`config.mk`:
```
export PLATFORM = sky130hd
export DESIGN_NAME = arithmetic_encoder_underflow
export DESIGN_NICKNAME = d
export VERILOG_FILES = /design/src/rtl/aeu_pkg.sv /design/src/rtl/aeu_div.sv /design/src/rtl/aeu_front.sv /design/src/rtl/aeu_back.sv /design/src/rtl/arithmetic_encoder_underflow.sv
export VERILOG_INCLUDE_DIRS = /design/src /design/src/rtl
export SDC_FILE = /design/constraint.sdc
export NUM_CORES = 2
export LEC_CHECK = 0
export ABC_CLOCK_PERIOD_IN_PS = 9000
export BUFFER_PORTS_ARGS = -buffer_cell sky130_fd_sc_hd__buf_2
export CAP_MARGIN = 5
export CELL_PAD_IN_SITES_DETAIL_PLACEMENT = 1
export CELL_PAD_IN_SITES_GLOBAL_PLACEMENT = 2
export CORE_MARGIN = 8
export CORE_UTILIZATION = 39
export DETAILED_ROUTE_END_ITERATION = 7
export PLACE_DENSITY_LB_ADDON = 0.1
export SLEW_MARGIN = 20
export SYNTH_ARGS = -nofsm -noshare
export SYNTH_HDL_FRONTEND = slang
export SYNTH_HIERARCHICAL = 1
export SYNTH_SLANG_ARGS = --single-unit
```
`constraint.sdc`:
```
create_clock -name clk -period 9 [get_ports clk]
set_input_delay 0.45 -clock clk [delete_from_list [all_inputs] [get_ports clk]]
set_output_delay 0.45 -clock clk [all_outputs]
set_load 0.03 [all_outputs]
```
`src/rtl/arithmetic_encoder_underflow_macros.svh`:
```
// Assertion macros shared by the arithmetic encoder modules.
// Expects clk and arst_n in scope at the point of use.
`ifndef ARITHMETIC_ENCODER_UNDERFLOW_MACROS_SVH
`define ARITHMETIC_ENCODER_UNDERFLOW_MACROS_SVH

// Same-cycle implication, checked out of reset.
`define AEU_ASSERT_IMP(lbl, ante, cons, msg) \
	lbl: assert property (@(posedge clk) disable iff (!arst_n) (ante) |-> (cons)) \
		else $error(msg);

// Next-cycle implication, checked out of reset.
`define AEU_ASSERT_NXT(lbl, ante, cons, msg) \
	lbl: assert property (@(posedge clk) disable iff (!arst_n) (ante) |=> (cons)) \
		else $error(msg);

`endif

```
`src/rtl/aeu_pkg.sv`:
```
// Shared types, constants and helpers for the arithmetic encoder.
// No dependencies.
package aeu_pkg;

	localparam int SCALE_BITS = 18;
	localparam int FIELD_W    = 18;
	localparam int BOUND_W    = 32;
	localparam int RANGE_W    = BOUND_W + 1;
	localparam int QUO_W      = RANGE_W;
	localparam int DIVD_W     = RANGE_W + SCALE_BITS;
	localparam int MAX_STEPS  = 32;
	localparam int STEP_W     = $clog2(MAX_STEPS + 1);
	localparam int DIV_CNT_W  = $clog2(QUO_W + 1);
	localparam int CQ_DEPTH   = 2;
	localparam int CQ_AW      = $clog2(CQ_DEPTH);
	localparam int RQ_DEPTH   = 4;
	localparam int RQ_AW      = $clog2(RQ_DEPTH);

	localparam logic [BOUND_W-1:0] TOP_BIT    = 32'h8000_0000;
	localparam logic [BOUND_W-1:0] SECOND_BIT = 32'h4000_0000;
	localparam logic [BOUND_W-1:0] LOW_KEEP   = 32'h3FFF_FFFF;
	localparam logic [BOUND_W-1:0] ALL_ONES   = 32'hFFFF_FFFF;

	localparam logic [1:0] FUNC_START  = 2'd0;
	localparam logic [1:0] FUNC_ENCODE = 2'd1;
	localparam logic [1:0] FUNC_FINISH = 2'd2;

	typedef logic [SCALE_BITS-1:0] cnt_t;
	typedef logic [BOUND_W-1:0]    bound_t;
	typedef logic [RANGE_W-1:0]    range_t;
	typedef logic [QUO_W-1:0]      quo_t;
	typedef logic [DIVD_W-1:0]     divd_t;
	typedef logic [STEP_W-1:0]     step_t;
	typedef logic [DIV_CNT_W-1:0]  div_cnt_t;
	typedef logic [CQ_AW-1:0]      cq_ptr_t;
	typedef logic [CQ_AW:0]        cq_cnt_t;
	typedef logic [RQ_AW-1:0]      rq_ptr_t;
	typedef logic [RQ_AW:0]        rq_cnt_t;

	typedef enum logic [1:0] {
		OP_START,
		OP_ENCODE,
		OP_FINISH
	} op_t;

	typedef struct packed {
		op_t  op;
		cnt_t lc;
		cnt_t hc;
		cnt_t ts;
	} cmd_t;

	// front -> back command handoff
	typedef struct packed {
		logic valid;
		cmd_t cmd;
	} cmd_req_t;

	typedef struct packed {
		logic   lead_bit;
		bound_t pending_count;
		logic   last;
	} res_t;

	function automatic bound_t sat_inc(input bound_t v);
		return (v == ALL_ONES) ? v : v + bound_t'(1);
	endfunction

endpackage

```
`src/rtl/aeu_div.sv`:
```
// Restoring divider, one quotient bit per cycle.
// Depends on aeu_pkg. Quotient must fit in QUO_W bits.
module aeu_div (
	input  logic           clk,
	input  logic           arst_n,
	input  logic           start,
	input  aeu_pkg::divd_t dividend,
	input  aeu_pkg::cnt_t  divisor,
	output logic           done,
	output aeu_pkg::quo_t  quotient
);

	aeu_pkg::cnt_t            rem_q;
	aeu_pkg::quo_t            quo_q;
	aeu_pkg::div_cnt_t        cnt_q;
	logic                     busy_q;
	logic [aeu_pkg::SCALE_BITS:0] trial;
	logic [aeu_pkg::SCALE_BITS:0] diff;
	logic                     ge;

	always_comb begin
		trial = {rem_q, quo_q[aeu_pkg::QUO_W-1]};
		ge    = trial >= {1'b0, divisor};
		diff  = trial - {1'b0, divisor};
	end

	assign done     = busy_q && (cnt_q == '0);
	assign quotient = quo_q;

	always_ff @(posedge clk or negedge arst_n) begin
		if (!arst_n) begin
			busy_q <= 1'b0;
			cnt_q  <= '0;
		end else if (start) begin
			busy_q <= 1'b1;
			cnt_q  <= aeu_pkg::div_cnt_t'(aeu_pkg::QUO_W);
		end else if (done) begin
			busy_q <= 1'b0;
		end else if (busy_q) begin
			cnt_q <= cnt_q - aeu_pkg::div_cnt_t'(1);
		end
	end

	// upper dividend bits start as the partial remainder; they stay below the divisor
	always_ff @(posedge clk) begin
		if (start) begin
			rem_q <= dividend[aeu_pkg::DIVD_W-1:aeu_pkg::QUO_W];
			quo_q <= dividend[aeu_pkg::QUO_W-1:0];
		end else if (busy_q && (cnt_q != '0)) begin
			rem_q <= ge ? diff[aeu_pkg::SCALE_BITS-1:0] : trial[aeu_pkg::SCALE_BITS-1:0];
			quo_q <= {quo_q[aeu_pkg::QUO_W-2:0], ge};
		end
	end

endmodule

```
`src/rtl/aeu_front.sv`:
```
// Front end: takes input beats, decodes and screens them, queues commands.
// Depends on aeu_pkg and the assertion macro header.
`include "arithmetic_encoder_underflow_macros.svh"

module aeu_front (
	input  logic                         clk,
	input  logic                         arst_n,
	input  logic                         push,
	output logic                         full,
	input  logic [1:0]                   func,
	input  logic [aeu_pkg::FIELD_W-1:0]  sym_low_count,
	input  logic [aeu_pkg::FIELD_W-1:0]  sym_high_count,
	input  logic [aeu_pkg::FIELD_W-1:0]  total_scale,
	output aeu_pkg::cmd_req_t            cmd_req,
	input  logic                         cmd_pop
);

	aeu_pkg::cmd_t    cq_mem_q [aeu_pkg::CQ_DEPTH];
	aeu_pkg::cq_ptr_t wr_ptr_q;
	aeu_pkg::cq_ptr_t rd_ptr_q;
	aeu_pkg::cq_cnt_t cq_cnt_q;
	aeu_pkg::cmd_t    cmd_in;
	logic             keep;
	logic             wr;

	always_comb begin
		cmd_in.op = aeu_pkg::OP_START;
		cmd_in.lc = aeu_pkg::cnt_t'(sym_low_count);
		cmd_in.hc = aeu_pkg::cnt_t'(sym_high_count);
		cmd_in.ts = aeu_pkg::cnt_t'(total_scale);
		keep      = 1'b0;
		unique case (func)
			aeu_pkg::FUNC_START: begin
				cmd_in.op = aeu_pkg::OP_START;
				keep      = 1'b1;
			end
			aeu_pkg::FUNC_ENCODE: begin
				// malformed counts are dropped here
				cmd_in.op = aeu_pkg::OP_ENCODE;
				keep      = (cmd_in.ts != '0) && (cmd_in.lc < cmd_in.hc)
					&& (cmd_in.hc <= cmd_in.ts);
			end
			aeu_pkg::FUNC_FINISH: begin
				cmd_in.op = aeu_pkg::OP_FINISH;
				keep      = 1'b1;
			end
			default: begin
				keep = 1'b0;
			end
		endcase
	end

	assign full          = (cq_cnt_q == aeu_pkg::cq_cnt_t'(aeu_pkg::CQ_DEPTH));
	assign wr            = push && !full && keep;
	assign cmd_req.valid = (cq_cnt_q != '0);
	assign cmd_req.cmd   = cq_mem_q[rd_ptr_q];

	always_ff @(posedge clk or negedge arst_n) begin
		if (!arst_n) begin
			wr_ptr_q <= '0;
			rd_ptr_q <= '0;
			cq_cnt_q <= '0;
		end else begin
			if (wr) begin
				wr_ptr_q <= wr_ptr_q + aeu_pkg::cq_ptr_t'(1);
			end
			if (cmd_pop) begin
				rd_ptr_q <= rd_ptr_q + aeu_pkg::cq_ptr_t'(1);
			end
			case ({wr, cmd_pop})
				2'b10:   cq_cnt_q <= cq_cnt_q + aeu_pkg::cq_cnt_t'(1);
				2'b01:   cq_cnt_q <= cq_cnt_q - aeu_pkg::cq_cnt_t'(1);
				default: cq_cnt_q <= cq_cnt_q;
			endcase
		end
	end

	always_ff @(posedge clk) begin
		if (wr) begin
			cq_mem_q[wr_ptr_q] <= cmd_in;
		end
	end

	`AEU_ASSERT_IMP(a_cq_bound, 1'b1, cq_cnt_q <= aeu_pkg::cq_cnt_t'(aeu_pkg::CQ_DEPTH), "cmd queue overrun")
	`AEU_ASSERT_IMP(a_cq_pop_nonempty, cmd_pop, cq_cnt_q != '0, "pop from empty cmd queue")
	`AEU_ASSERT_NXT(a_cq_fill, wr && !cmd_pop, cq_cnt_q == $past(cq_cnt_q) + 1'b1, "cmd lost")

endmodule

```
`src/rtl/aeu_back.sv`:
```
// Back end: interval update with two dividers side by side, renormalization
// sequencer and the result queue. Depends on aeu_pkg, aeu_div, macro header.
`include "arithmetic_encoder_underflow_macros.svh"

module aeu_back (
	input  logic                 clk,
	input  logic                 arst_n,
	input  aeu_pkg::cmd_req_t    cmd_req,
	output logic                 cmd_pop,
	output logic                 empty,
	input  logic                 pop,
	output logic                 lead_bit,
	output aeu_pkg::bound_t      pending_count,
	output logic                 last
);

	typedef enum logic [1:0] {
		S_IDLE,
		S_MUL,
		S_DIV,
		S_RENORM
	} state_t;

	state_t           state_q;
	aeu_pkg::bound_t  low_q;
	aeu_pkg::bound_t  high_q;
	aeu_pkg::bound_t  pend_q;
	aeu_pkg::cnt_t    lc_q;
	aeu_pkg::cnt_t    hc_q;
	aeu_pkg::cnt_t    ts_q;
	aeu_pkg::divd_t   prod_h_q;
	aeu_pkg::divd_t   prod_l_q;
	logic             div_start_q;
	aeu_pkg::step_t   steps_q;
	logic             held_q;
	logic             held_bit_q;
	aeu_pkg::bound_t  held_cnt_q;

	aeu_pkg::res_t    rq_mem_q [aeu_pkg::RQ_DEPTH];
	aeu_pkg::rq_ptr_t rq_wr_q;
	aeu_pkg::rq_ptr_t rq_rd_q;
	aeu_pkg::rq_cnt_t rq_cnt_q;

	aeu_pkg::bound_t  diff;
	aeu_pkg::range_t  rng;
	logic             div_h_done;
	logic             div_l_done;
	aeu_pkg::quo_t    qh;
	aeu_pkg::quo_t    ql;
	logic             emit;
	logic             uflow;
	logic             stop;
	logic             rq_space;
	logic             need_push;
	logic             go;
	logic             res_push;
	logic             res_pop;
	aeu_pkg::res_t    res_d;

	aeu_div u_div_h (
		.clk      (clk),
		.arst_n   (arst_n),
		.start    (div_start_q),
		.dividend (prod_h_q),
		.divisor  (ts_q),
		.done     (div_h_done),
		.quotient (qh)
	);

	aeu_div u_div_l (
		.clk      (clk),
		.arst_n   (arst_n),
		.start    (div_start_q),
		.dividend (prod_l_q),
		.divisor  (ts_q),
		.done     (div_l_done),
		.quotient (ql)
	);

	always_comb begin
		diff     = high_q - low_q;
		rng      = aeu_pkg::range_t'(diff) + aeu_pkg::range_t'(1);
		emit     = (high_q[aeu_pkg::BOUND_W-1] == low_q[aeu_pkg::BOUND_W-1]);
		uflow    = !emit && low_q[aeu_pkg::BOUND_W-2] && !high_q[aeu_pkg::BOUND_W-2];
		stop     = (steps_q == aeu_pkg::step_t'(aeu_pkg::MAX_STEPS)) || (!emit && !uflow);
		rq_space = (rq_cnt_q != aeu_pkg::rq_cnt_t'(aeu_pkg::RQ_DEPTH));
		// a settled bit is held until the next settled bit or the stop, so its last flag is known when it leaves
		need_push = (state_q == S_RENORM) && held_q && (stop || emit);
		go        = !need_push || rq_space;
		cmd_pop   = (state_q == S_IDLE) && cmd_req.valid
			&& ((cmd_req.cmd.op != aeu_pkg::OP_FINISH) || rq_space);

		res_push = 1'b0;
		res_d.lead_bit      = held_bit_q;
		res_d.pending_count = held_cnt_q;
		res_d.last          = stop;
		if (state_q == S_IDLE) begin
			res_push            = cmd_pop && (cmd_req.cmd.op == aeu_pkg::OP_FINISH);
			res_d.lead_bit      = low_q[aeu_pkg::BOUND_W-2];
			res_d.pending_count = aeu_pkg::sat_inc(pend_q);
			res_d.last          = 1'b1;
		end else begin
			res_push = need_push && rq_space;
		end
	end

	always_ff @(posedge clk or negedge arst_n) begin
		if (!arst_n) begin
			state_q     <= S_IDLE;
			low_q       <= '0;
			high_q      <= aeu_pkg::ALL_ONES;
			pend_q      <= '0;
			lc_q        <= '0;
			hc_q        <= '0;
			ts_q        <= '0;
			prod_h_q    <= '0;
			prod_l_q    <= '0;
			div_start_q <= 1'b0;
			steps_q     <= '0;
			held_q      <= 1'b0;
			held_bit_q  <= 1'b0;
			held_cnt_q  <= '0;
		end else begin
			div_start_q <= 1'b0;
			unique case (state_q)
				S_IDLE: begin
					if (cmd_pop) begin
						unique case (cmd_req.cmd.op)
							aeu_pkg::OP_START: begin
								low_q  <= '0;
								high_q <= aeu_pkg::ALL_ONES;
								pend_q <= '0;
							end
							aeu_pkg::OP_FINISH: begin
								pend_q <= '0;
							end
							aeu_pkg::OP_ENCODE: begin
								lc_q    <= cmd_req.cmd.lc;
								hc_q    <= cmd_req.cmd.hc;
								ts_q    <= cmd_req.cmd.ts;
								state_q <= S_MUL;
							end
							default: begin
								state_q <= S_IDLE;
							end
						endcase
					end
				end
				S_MUL: begin
					prod_h_q    <= aeu_pkg::divd_t'(rng) * aeu_pkg::divd_t'(hc_q);
					prod_l_q    <= aeu_pkg::divd_t'(rng) * aeu_pkg::divd_t'(lc_q);
					div_start_q <= 1'b1;
					state_q     <= S_DIV;
				end
				S_DIV: begin
					if (div_h_done) begin
						high_q  <= low_q + aeu_pkg::bound_t'(qh) - aeu_pkg::bound_t'(1);
						low_q   <= low_q + aeu_pkg::bound_t'(ql);
						steps_q <= '0;
						state_q <= S_RENORM;
					end
				end
				S_RENORM: begin
					if (go) begin
						if (stop) begin
							held_q  <= 1'b0;
							state_q <= S_IDLE;
						end else if (emit) begin
							held_q     <= 1'b1;
							held_bit_q <= high_q[aeu_pkg::BOUND_W-1];
							held_cnt_q <= pend_q;
							pend_q     <= '0;
							low_q      <= {low_q[aeu_pkg::BOUND_W-2:0], 1'b0};
							high_q     <= {high_q[aeu_pkg::BOUND_W-2:0], 1'b1};
							steps_q    <= steps_q + aeu_pkg::step_t'(1);
						end else begin
							pend_q  <= aeu_pkg::sat_inc(pend_q);
							low_q   <= (low_q & aeu_pkg::LOW_KEEP) << 1;
							high_q  <= ((high_q | aeu_pkg::SECOND_BIT) << 1) | aeu_pkg::bound_t'(1);
							steps_q <= steps_q + aeu_pkg::step_t'(1);
						end
					end
				end
				default: begin
					state_q <= S_IDLE;
				end
			endcase
		end
	end

	// result queue
	assign res_pop       = pop && !empty;
	assign empty         = (rq_cnt_q == '0);
	assign lead_bit      = rq_mem_q[rq_rd_q].lead_bit;
	assign pending_count = rq_mem_q[rq_rd_q].pending_count;
	assign last          = rq_mem_q[rq_rd_q].last;

	always_ff @(posedge clk or negedge arst_n) begin
		if (!arst_n) begin
			rq_wr_q  <= '0;
			rq_rd_q  <= '0;
			rq_cnt_q <= '0;
		end else begin
			if (res_push) begin
				rq_wr_q <= rq_wr_q + aeu_pkg::rq_ptr_t'(1);
			end
			if (res_pop) begin
				rq_rd_q <= rq_rd_q + aeu_pkg::rq_ptr_t'(1);
			end
			case ({res_push, res_pop})
				2'b10:   rq_cnt_q <= rq_cnt_q + aeu_pkg::rq_cnt_t'(1);
				2'b01:   rq_cnt_q <= rq_cnt_q - aeu_pkg::rq_cnt_t'(1);
				default: rq_cnt_q <= rq_cnt_q;
			endcase
		end
	end

	always_ff @(posedge clk) begin
		if (res_push) begin
			rq_mem_q[rq_wr_q] <= res_d;
		end
	end

	`AEU_ASSERT_IMP(a_rq_bound, 1'b1, rq_cnt_q <= aeu_pkg::rq_cnt_t'(aeu_pkg::RQ_DEPTH), "result queue overrun")
	`AEU_ASSERT_IMP(a_div_lockstep, 1'b1, div_h_done == div_l_done, "dividers out of step")
	`AEU_ASSERT_IMP(a_idle_no_held, state_q == S_IDLE, !held_q, "held bit left behind")
	`AEU_ASSERT_IMP(a_step_bound, state_q == S_RENORM, steps_q <= aeu_pkg::step_t'(aeu_pkg::MAX_STEPS), "too many renorm steps")

endmodule

```
`src/rtl/arithmetic_encoder_underflow.sv`:
```
// Binary arithmetic encoder, 32-bit interval with underflow bit counting.
// Input channel: push/full carries func and the symbol counts; a beat moves
// when push is high and full is low. Start and finish need no divide;
// malformed encode beats and func 3 are dropped at the front with no result.
// Result channel: empty/pop; the oldest result sits on lead_bit,
// pending_count and last while empty is low and moves when pop is high.
// An encode beat runs a multiply, then two 33-step restoring dividers side
// by side on the 51-bit products, then renormalization steps (0 to 32) in
// which the shift sequencer emits one result per settled bit.
// A two-deep command queue lets new beats enter while the back end works;
// a four-deep result queue absorbs results, and when the receiver stalls
// the sequencer holds until space frees up, then the front fills and full rises.
// Reset (arst_n low) empties both queues and sets low 0, high all ones,
// pending count 0. Depends on aeu_pkg, aeu_front, aeu_back, aeu_div.
module arithmetic_encoder_underflow (
	input  logic                         clk,
	input  logic                         arst_n,
	input  logic                         push,
	output logic                         full,
	input  logic [1:0]                   func,
	input  logic [aeu_pkg::FIELD_W-1:0]  sym_low_count,
	input  logic [aeu_pkg::FIELD_W-1:0]  sym_high_count,
	input  logic [aeu_pkg::FIELD_W-1:0]  total_scale,
	output logic                         empty,
	input  logic                         pop,
	output logic                         lead_bit,
	output logic [aeu_pkg::BOUND_W-1:0]  pending_count,
	output logic                         last
);

	aeu_pkg::cmd_req_t cmd_req;
	logic              cmd_pop;

	aeu_front u_front (
		.clk            (clk),
		.arst_n         (arst_n),
		.push           (push),
		.full           (full),
		.func           (func),
		.sym_low_count  (sym_low_count),
		.sym_high_count (sym_high_count),
		.total_scale    (total_scale),
		.cmd_req        (cmd_req),
		.cmd_pop        (cmd_pop)
	);

	aeu_back u_back (
		.clk           (clk),
		.arst_n        (arst_n),
		.cmd_req       (cmd_req),
		.cmd_pop       (cmd_pop),
		.empty         (empty),
		.pop           (pop),
		.lead_bit      (lead_bit),
		.pending_count (pending_count),
		.last          (last)
	);

endmodule
```
Word-level counts from Yosys, hierarchy flattened
Memory sizes are Yosys's and may differ from the RTL's.
Index checks and enable logic that the tools add are counted.
- register bits: 422
- memory bits (writable): 248
- input bits: 60
- logic and storage cells: 208
- memories: 2
- memories (name ; depth ; width ; read ports ; clocked after Yosys merged registers in ; wr ports ; RTL line ; source):
    u_back.rq_mem_q ; 4 ; 34 ; 1 ; 0 ; 1 ; aeu_back.sv:39 ; aeu_pkg::res_t rq_mem_q [aeu_pkg::RQ_DEPTH];
    u_front.cq_mem_q ; 2 ; 56 ; 1 ; 0 ; 1 ; aeu_front.sv:18 ; aeu_pkg::cmd_t cq_mem_q [aeu_pkg::CQ_DEPTH];
- add/subtract/negate cells: 19
- multipliers: 2
- order comparisons: 4
- eq/ne operators: 27
- multiplexer cells: 64
- bitwise gates (word level): 1
- reductions and logical operators: 61
- operators by type and width (cell ; count):
    $mux W32 ; 18
    $pmux W32 S3 ; 2
    $mux W33 ; 4
    $mux W18 ; 6
    $mul A33 B18 Y51 ; 2
    $add A32 B32 Y32 ; 2
    $pmux W32 S2 ; 1
    $mux W6 ; 9
    $ge A19 B18 Y1 ; 2
    $sub A18 B18 Y18 ; 2
    $mux W34 ; 1
    $add A32 B1 Y33 const B ; 1
    $add A32 B1 Y32 const B ; 1
    $eq A32 B32 Y1 const B ; 1
    $sub A32 B1 Y32 const B ; 1
    $sub A32 B32 Y32 ; 1
    $reduce_bool A2 Y1 ; 12
    $le A18 B18 Y1 ; 1
    $logic_and A1 B1 Y1 ; 18
    $lt A18 B18 Y1 ; 1
    $reduce_bool A18 Y1 ; 1
    $eq A2 B2 Y1 const B ; 7
    $logic_not A6 Y1 ; 2
    $mux W1 ; 12
    32 further kinds ; 70

Longest topological paths before layout
- depth in word-level cells: 13
- gate-level depth with buffers: 39
- gate-level depth less buffers: 36

Modules after synthesis
The synthesis kept the hierarchy.
- by module, submodules not included (module ; instances ; cells an instance ; area each (µm²) ; sequential area each (µm²)):
    aeu_back ; 1 ; 6914 ; 63477.1 ; 11681.2
    aeu_div ; 2 ; 340 ; 3701.0 ; 1706.6
    aeu_front ; 1 ; 325 ; 5156.2 ; 3463.3

Worst setup path before layout
No wires, ideal clock.
- kind: register to register
- start point: register u_back.high_q[0]
- end point: register u_back.prod_l_q[46]
- setup time: 0.125 ns
- arrival: 9.239 ns
- required time: 8.875 ns
- setup slack: -0.364 ns
- stages on the path, launching flop included: 37
- path buffers: 3
- clock period less this slack: 9.364 ns
- cells stage by stage: dfstp_2 > inv_1 > ha_1 > inv_1 > fa_1 > a21o_1 > a31oi_1 > or3_1 > clkbuf_1 > a21boi_0 > or4b_4 > nand4bb_4 > nor2_1 > xor2_1 > clkbuf_1 > nand2_1 > fa_1 > inv_1 > fa_1 > inv_1 > fa_1 > inv_1 > fa_1 > fa_1 > fa_1 > ha_1 > clkbuf_1 > a21o_1 > a21o_1 > a21o_1 > a221o_1 > a41oi_1 > o211ai_1 > a311o_1 > a21oi_1 > xnor2_1 > mux2_2
- word-level cells in the longest chain between the ends: 3
- ends and longest elaborated chain (what ; RTL line ; source):
    from (decl) ; aeu_back.sv:26 ; aeu_pkg::bound_t high_q;
    from (signal assigned) ; aeu_back.sv:111 ; high_q <= aeu_pkg::ALL_ONES;
    from (signal assigned) ; aeu_back.sv:131 ; high_q <= aeu_pkg::ALL_ONES;
    from (signal assigned) ; aeu_back.sv:157 ; high_q <= low_q + aeu_pkg::bound_t'(qh) - aeu_pkg::bound_t'(1);
    $sub A32 B32 Y32 ; aeu_back.sv:81 ; diff = high_q - low_q;
    $add A32 B1 Y33 ; aeu_back.sv:82 ; rng = aeu_pkg::range_t'(diff) + aeu_pkg::range_t'(1);
    $mul A33 B18 Y51 ; aeu_back.sv:151 ; prod_l_q <= aeu_pkg::divd_t'(rng) * aeu_pkg::divd_t'(lc_q);
    to (signal assigned) ; aeu_back.sv:151 ;
    to (decl) ; aeu_back.sv:32 ; aeu_pkg::divd_t prod_l_q;
Every way passes these cells.
A chain may end at the register's enable or synchronous reset.

Final worst setup path
Ends and elaborated chain as after synthesis.

==> results.yml <==
status:
  status: "finished with violations"
  violations: "setup timing"
cts:
  clock_sinks: 670
  cts_tree: "yes"
  cts-buffers-inserted: 83
  root_buffer: "clkbuf_16"
  htree_levels: 3
  worstSkewPairLatency_ns: 0.72
  clk_pin_slew_worst_paths_ns: 0.07
  cts_buffer_depth: 3
worst_setup_path:
  path_class: "reg2reg"
  cpPeakStageDelay_ns: 0.56
  cp_data_required_time_ns: 9.60
  critPathSlowestCell: "fa_1"
  critPathArrivalTime_ns: 9.94
  crit_path_frequent_cell: "fa_1"
  path_max_fanout: 6
  end_kind: "register"
  start_kind: "register"
timing:
  fin_crit_sh_pct: 104
  finClkSkew_ns: 0.0693
  timing.slew.headroom_pct: 27.1
  rsz0062_at_grt: "true"
  period_minus_slack_ns: 9.34
  report.final.slew_viol_count: 0
  worst_pin_slew_ns: 1.09
  hold_slack_ns: 0.0661
  worst_slack_ns: -0.339
  hold_viol: 0
  timing.fmax_mhz: 107
  setup_violations: 33
global_routing:
  grt_usage_pct: 24.0
  grt_first_pass_wirelength_um: 395000
  grt-ovfl-total: 0
  grt_pass1_vias: 65304
  antenna_found_initial: 17
  grt_max_degree: 122
cells_and_area:
  post-route-util_pct: 47.0
  final_cell_mix: "inv_1, nand2_1, fa_1"
  finalNonFillerCells: 11209
  layout_commonest_cell: "inv_1"
  drive_gt1_share_pct: 22.5
  area_growth_pct: 20.2
  nets: 10097
  postLayoutCellArea_um2: 91400
drt:
  drt-wirelength-per-cell_um: 22.5
  wirelength_um: 252000
  vias: 58309
  viasPerCell: 5.20
  drtAntennaViolNets: 0
  first_pass_iters: 5
  drt_iter0_drc: 2896
  drc: 0
placement:
  placed_cells: 10902
  dpl_cell_area_um2: 84900
  dpl.hpwl_um: 198000
  routabilityCongestion: 0.840
  port_buffers: 95
logic_synthesis:
  ys_warn_count: 6
  syn-cell-area_um2: 76000
  netlist_instances: 7918
  avgSynthCellArea_um2: 9.60
  synth_nets: 9436
die:
  design.core.area_um2: 194000
  die_h_um: 458
  die_area_um2: 209000
  start_util_pct: 39.1
  rows: 162
  die_x_um: 458
  ios: 96
job:
  maxCapViolCount: 0
hold_path:
  hold_class: "in2reg"
## area by class of cell
type | instances | area (µm²)
Timing Repair Buffer | 1003 | 8480
Clock buffer | 98 | 2170
Clock inverter | 58 | 694
Sequential cell | 670 | 18600
Antenna cell | 17 | 42.5
Fill cell | 21680 | 103000
Multi-Input combinational cell | 5413 | 53000
Inverter | 1408 | 5290
Tap cell | 2542 | 3180
## registers in the layout, summed over array words and instances (netlist names), 2 cells and up
| signal | cells |
|---|---|
| u_back/held_cnt_q | 32 |
| u_back/u_div_l/quotient | 33 |
| u_back/ts_q | 18 |
| u_back/u_div_h/cnt_q | 6 |
| u_back/prod_h_q | 51 |
| u_back/pend_q | 32 |
| u_back/rq_cnt_q | 3 |
| u_back/u_div_h/rem_q | 18 |
| u_back/high_q | 32 |
| u_back/steps_q | 6 |
| u_front/cq_mem_q | 112 |
| u_back/rq_rd_q | 2 |
| u_back/rq_wr_q | 2 |
| u_back/rq_mem_q | 136 |
| u_back/u_div_l/cnt_q | 6 |
| u_front/cq_cnt_q | 2 |
| u_back/prod_l_q | 51 |
| u_back/hc_q | 18 |
| u_back/low_q | 32 |
| u_back/u_div_l/rem_q | 18 |
| u_back/state_q | 2 |
| u_back/lc_q | 18 |
| u_back/u_div_h/quotient | 33 |
## worst max-delay path: cells and delay by family (launching register included)
kind | cells | cell delay, ns
adders and majority gates | 9 | 3.74
and+or+nand+nor | 6 | 1.55
xor gates and xnor gates | 2 | 0.26
DFF | 1 | 0.54
AOI/OAI and AO/OA | 10 | 1.87
buffers and inverters | 10 | 0.96
muxes | 1 | 0.26
## worst paths after layout
check,startpoint,endpoint,slack [ns],depth (start not counted)
worst max-delay path,u_back/high_q[0],u_back/prod_l_q[46],-0.34,38
worst min-delay path,sym_high_count[1],u_front/cq_mem_q[1][19],0.07,1
worst max register to register,u_back/high_q[0],u_back/prod_l_q[46],-0.34,38
worst min register to register,u_back/rq_cnt_q[2],u_back/rq_cnt_q[2],0.49,1
max in group asynchronous,arst_n,u_back/div_start_q,7.14,3
min in group asynchronous,arst_n,u_back/held_cnt_q[14],0.37,2
## per-layer routing
| layer | up-vias | share of wire [%] | track usage (%) |
|---|---|---|---|
| met5 | - | 0.0052 | 0 |
| met1 | 30542 | 48 | 35.2 |
| li1 | 26680 | - | - |
| met4 | 2 | 1.5 | 4.01 |
| met3 | 204 | 4.0 | 2.64 |
| met2 | 881 | 46 | 39.0 |
## stage by stage
stage               setup TNS [ns]  worst slack, ns
floorplan                  -0.0101         -0.00571
global placement            -21.78           -0.862
detailed placement          -23.37           -0.810
CTS                          -6.59           -0.389
global route                -19.80           -0.712
finish                       -4.80           -0.339
## what timing repair did
action                                  CTS  global route
endpoints found under the hold margin   179             0
hold buffers                             52             0
endpoints found under the setup margin   56            63
setup buffers                            58            29
cloned                                    2             3
resized for setup                       276           245
pin swaps                                98           157
Power is left out: the tool's default activity adds up to more than one toggle a clock period on the data nets, which glitch-free logic cannot reach.
